**src/sal_pkg.sv**
```systemverilog
// shared codes, widths and result word type for the lru tag store
package sal_pkg;

	// field widths fixed by the access and result words
	localparam int OP_W      = 2;
	localparam int SET_IDX_W = 6;
	localparam int TAG_IN_W  = 20;
	localparam int STATE_W   = 3;
	localparam int OUT_TAG_W = 20;

	// operation codes
	localparam logic [OP_W-1:0] OP_LOOKUP    = 2'd0;
	localparam logic [OP_W-1:0] OP_SET_STATE = 2'd1;
	localparam logic [OP_W-1:0] OP_TOUCH     = 2'd2;
	localparam logic [OP_W-1:0] OP_INSERT    = 2'd3;

	// moesi line states
	localparam logic [STATE_W-1:0] ST_INVALID  = 3'd0;
	localparam logic [STATE_W-1:0] ST_SHARED   = 3'd1;
	localparam logic [STATE_W-1:0] ST_EXCL     = 3'd2;
	localparam logic [STATE_W-1:0] ST_OWNED    = 3'd3;
	localparam logic [STATE_W-1:0] ST_MODIFIED = 3'd4;

	// result word of one access
	typedef struct packed {
		logic                 hit;
		logic [STATE_W-1:0]   found_state;
		logic                 victim_valid;
		logic [OUT_TAG_W-1:0] victim_tag;
		logic                 victim_dirty;
	} sal_result_t;

endpackage

```
**src/sal_row_update.sv**
```systemverilog
// tag match, victim choice and lru rank update over one set row
module sal_row_update #(
	parameter int NUM_WAYS  = 4,
	parameter int TAG_WIDTH = 20,
	parameter int RANK_W    = 2
) (
	input  logic [sal_pkg::OP_W-1:0]                   operation,
	input  logic [TAG_WIDTH-1:0]                       tag,
	input  logic [sal_pkg::STATE_W-1:0]                new_state,
	input  logic [NUM_WAYS-1:0][TAG_WIDTH-1:0]         tags,
	input  logic [NUM_WAYS-1:0][sal_pkg::STATE_W-1:0]  states,
	input  logic [NUM_WAYS-1:0][RANK_W-1:0]            ranks,
	output logic [NUM_WAYS-1:0][TAG_WIDTH-1:0]         new_tags,
	output logic [NUM_WAYS-1:0][sal_pkg::STATE_W-1:0]  new_states,
	output logic [NUM_WAYS-1:0][RANK_W-1:0]            new_ranks,
	output sal_pkg::sal_result_t                       result
);
	import sal_pkg::*;

	logic              hit;
	logic [RANK_W-1:0] hit_w;
	logic              free;
	logic [RANK_W-1:0] free_w;
	logic [RANK_W-1:0] lru_w;
	logic [RANK_W-1:0] slot;
	logic              ns_ok;
	logic              st_en;
	logic [RANK_W-1:0] st_way;
	logic              mru_en;
	logic [RANK_W-1:0] mru_way;
	logic              ins;
	logic              evict;
	logic [RANK_W-1:0] old_rank;

	// per-way search: lowest matching way, lowest free way, lru way
	always_comb begin
		hit    = 1'b0;
		hit_w  = '0;
		free   = 1'b0;
		free_w = '0;
		lru_w  = '0;
		for (int w = NUM_WAYS - 1; w >= 0; w--) begin
			if (states[w] != ST_INVALID && tags[w] == tag) begin
				hit   = 1'b1;
				hit_w = RANK_W'(w);
			end
			if (states[w] == ST_INVALID) begin
				free   = 1'b1;
				free_w = RANK_W'(w);
			end
			if (ranks[w] == RANK_W'(NUM_WAYS - 1)) begin
				lru_w = RANK_W'(w);
			end
		end
	end

	assign slot  = free ? free_w : lru_w;
	assign ns_ok = (new_state <= ST_MODIFIED);

	// decide which fields of the row change
	always_comb begin
		st_en   = 1'b0;
		st_way  = hit_w;
		mru_en  = 1'b0;
		mru_way = hit_w;
		ins     = 1'b0;
		evict   = 1'b0;
		case (operation)
			OP_LOOKUP: begin
			end
			OP_SET_STATE: begin
				st_en = hit && ns_ok;
			end
			OP_TOUCH: begin
				mru_en = hit;
			end
			OP_INSERT: begin
				if (ns_ok) begin
					if (hit) begin
						st_en  = 1'b1;
						mru_en = (new_state != ST_INVALID);
					end else if (new_state != ST_INVALID) begin
						ins     = 1'b1;
						evict   = !free;
						st_en   = 1'b1;
						st_way  = slot;
						mru_en  = 1'b1;
						mru_way = slot;
					end
				end
			end
			default: begin
			end
		endcase
	end

	// build the row to write back; mru promotion ages the younger ways by one
	assign old_rank = ranks[mru_way];

	always_comb begin
		new_tags   = tags;
		new_states = states;
		new_ranks  = ranks;
		if (ins) begin
			new_tags[slot] = tag;
		end
		if (st_en) begin
			new_states[st_way] = new_state;
		end
		if (mru_en) begin
			for (int v = 0; v < NUM_WAYS; v++) begin
				if (ranks[v] < old_rank) begin
					new_ranks[v] = ranks[v] + 1'b1;
				end
			end
			new_ranks[mru_way] = '0;
		end
	end

	// result word
	always_comb begin
		result.hit          = hit;
		result.found_state  = hit ? states[hit_w] : ST_INVALID;
		result.victim_valid = evict;
		result.victim_tag   = evict ? OUT_TAG_W'(tags[lru_w]) : '0;
		result.victim_dirty = evict &&
			(states[lru_w] == ST_MODIFIED || states[lru_w] == ST_OWNED);
	end

endmodule
```
**config.mk**
```make
export PLATFORM = sky130hd
export DESIGN_NAME = sal_row_update
export DESIGN_NICKNAME = d
export VERILOG_FILES = /design/src/sal_pkg.sv /design/src/sal_row_update.sv
export SDC_FILE = /design/constraint.sdc
export NUM_CORES = 1
export LEC_CHECK = 0
export ABC_AREA = 0
export BUFFER_PORTS_ARGS = -buffer_cell sky130_fd_sc_hd__buf_2
export CORE_ASPECT_RATIO = 1.1
export CORE_UTILIZATION = 37
export DETAILED_ROUTE_END_ITERATION = 7
export GPL_TIMING_DRIVEN = 0
export PLACE_DENSITY = 0.69
export SYNTH_ARGS = -nofsm -noshare
export SYNTH_HDL_FRONTEND = slang
export SYNTH_SLANG_ARGS = --single-unit
```
**constraint.sdc**
```tcl
create_clock -name vclk -period 4.86
set_clock_uncertainty 0.1 [all_clocks]
set_input_delay 0.243 -clock vclk [all_inputs]
set_output_delay 0.243 -clock vclk [all_outputs]
set_load 0.01 [all_outputs]
```
==> qor.yml <==
outcome:
  status: "complete, no violations"
routing:
  wire_per_inst_microns: 19.6
  wl_microns: 17800
  vias: 5271
  dr.pass1.iters: 5
  drtAntennaViolNets: 0
  drtIter0Drc: 405
  route.detailed.drc: 0
  via_per_inst: 5.80
worst_hold_path:
  hold_end: "new_states[2]"
  min_path_type: "primary input to output pin"
  hold_depth: 4
  min-delay-start: "states[2]"
pwr:
  ir_drop_v: 0.0000501
  p_per_area_mw_per_mm2: 101
  power.leakage_nw: 2.45
floorplan:
  die_w_microns: 102
  num_rows: 39
  dieArea_sq_mm: 0.0114
  die_h_microns: 112
  ios: 251
  core_sq_mm: 0.0105
  initial_core_util: 0.387
place:
  io_buffers: 231
  placed_area_sq_mm: 0.00541
  post-place-ws_ps: 992
  gp_congestion: 0.985
  place_hpwl_microns: 14500
  numPlacedInstances: 909
worst_setup_path:
  required_ps: 4520
  cp.arrival_ps: 3660
  critPathMaxFanout: 10
  start_kind: "primary input"
  path_class: "primary input to output pin"
  critPathLaunch: "tag[6]"
  end_kind: "output pin"
grt:
  grt_antenna_before_repair: 0
  grt_max_degree: 11
  grt_pass1_wl_microns: 26400
  grt_pass1_vias: 4885
  gr-total-overflow: 0
  grt_usage: 0.296
clock_tree:
  post_cts_resized: 0
  cts-hold-fix-buffers: 0
  post-cts-setup-buffers: 0
cells_and_area:
  nets: 899
  seq_cells: 0
  final_cell_mix: "242 x buf_2, 89 x mux2_2, 66 x nor2_1"
  final_area_sq_mm: 0.00541
  regArea_sq_um: 0
  layout_commonest_cell: "buf_2"
  drive_gt1_frac: 0.473
  syn2layout_area_growth_pct: 32.8
  num_antenna_cells: 0
  clkbuf_count: 0
  fin_cells: 909
timing:
  max_freq_ghz: 0.250
  fin_ws_ps: 854
  min_period_ps: 4010
  tns_ps: 0
  finalSetupViolCount: 0
  slew_headroom: 0.413
  period_share: 0.824
  worst_pin_slew_ps: 881
  rsz0062_at_grt: "no"
  final_hold_viol_count: 0
  slew_viol_final: 0
logic_synthesis:
  ys_seq_area_frac: 0
  synthesis.nets: 666
  synth_area_sq_mm: 0.00408
  synthCells: 535
  syn-mean-instance-area_sq_um: 7.62
  netlist-cell-type-count: 63
  yosysWarningCount: 0
job:
  maxCapViolCount: 0
-- routing by layer --
layer / GRT usage / part of all wire / vias to the layer above
met3: 0.0205 / 0.073 / 18
met4: 0.0352 / 0.011 / 0
met2: 0.527 / 0.49 / 274
li1: - / - / 2453
met5: 0 / 0 / -
met1: 0.397 / 0.43 / 2526
-- cell type report --
type | count | area [sq um]
Buffer | 49 | 246
Fill cell | 1080 | 5130
Inverter | 15 | 56.3
Multi-Input combinational cell | 471 | 3770
Tap cell | 143 | 179
Timing Repair Buffer | 231 | 1160
-- kinds of logic (layout without fill, tap and decap cells) --
logic type / count (synthesis) / count (layout) / synth area share
AO/OA/AOI/OAI: 89 / 89 / 0.178
XOR/XNOR: 80 / 80 / 0.174
adder cells (fa/ha/maj): 6 / 6 / 0.0184
buffers and inverters: 64 / 295 / 0.0743
multiplexers: 114 / 114 / 0.316
AND/OR/NAND/NOR: 182 / 182 / 0.239
-- how the worst max path moves through the flow --
stage          depth (start not counted)  slack [ps]            to
2_1_floorplan                         10        1560  new_ranks[5]
3_3_place_gp                          14        1030  new_ranks[0]
3_5_place_dp                          14         990  new_ranks[2]
4_1_cts                               14         970  new_ranks[0]
5_1_grt                               14         650  new_ranks[2]
6_report                              14         850  new_ranks[4]
-- power breakdown --
| group | switching, W | internal [W] |
|---|---|---|
| Sequential | 0 | 0 |
| Clock | 0 | 0 |
| Combinational | 0.000317 | 0.000228 |
| Total | 0.000317 | 0.000228 |
-- cell usage after synthesis, types with 3 or more instances --
master / n / share of area
nor4_1: 12 / 0.018
o21ai_0: 4 / 0.0049
nand2_1: 23 / 0.021
inv_1: 15 / 0.014
nor2_1: 66 / 0.061
a221oi_1: 4 / 0.0086
buf_2: 11 / 0.014
a211oi_1: 41 / 0.076
clkbuf_1: 31 / 0.029
nand2b_1: 4 / 0.0061
mux4_2: 3 / 0.017
buf_6: 4 / 0.011
nand4bb_1: 3 / 0.0083
nor3_1: 8 / 0.0098
ha_1: 6 / 0.018
nand4_1: 20 / 0.031
nand3_1: 10 / 0.012
mux2_2: 89 / 0.25
or4_1: 3 / 0.0055
mux2i_1: 22 / 0.054
nor3b_1: 3 / 0.0055
a21oi_1: 11 / 0.014
o41ai_1: 4 / 0.0086
nor2b_1: 6 / 0.0092
xor2_1: 26 / 0.056
and3_1: 4 / 0.0061
a31oi_1: 4 / 0.0061
xnor2_1: 53 / 0.11
-- through the flow --
step | hold WS (ps) | power, W | utilization
after floorplan | 488 | 0.000321 | -
after global placement | 739 | 0.000527 | 0.513
after detailed placement | 736 | 0.000534 | 0.513
after CTS | 737 | 0.000538 | 0.513
after global routing | 747 | 0.000582 | 0.513
final | 739 | 0.000544 | 0.513
-- critical path, cell delays in order --
cell and delay (ps):
clkbuf_1 210, xnor2_1 400, nand4_1 130, nor4_1 410
nand4_1 270, and2_1 240, clkbuf_1 170, and2_4 180
buf_8 140, a211oi_2 480, o22ai_1 260, a31oi_1 310
a311oi_2 50, buf_2 150
(Power assumes the default switching activity.)
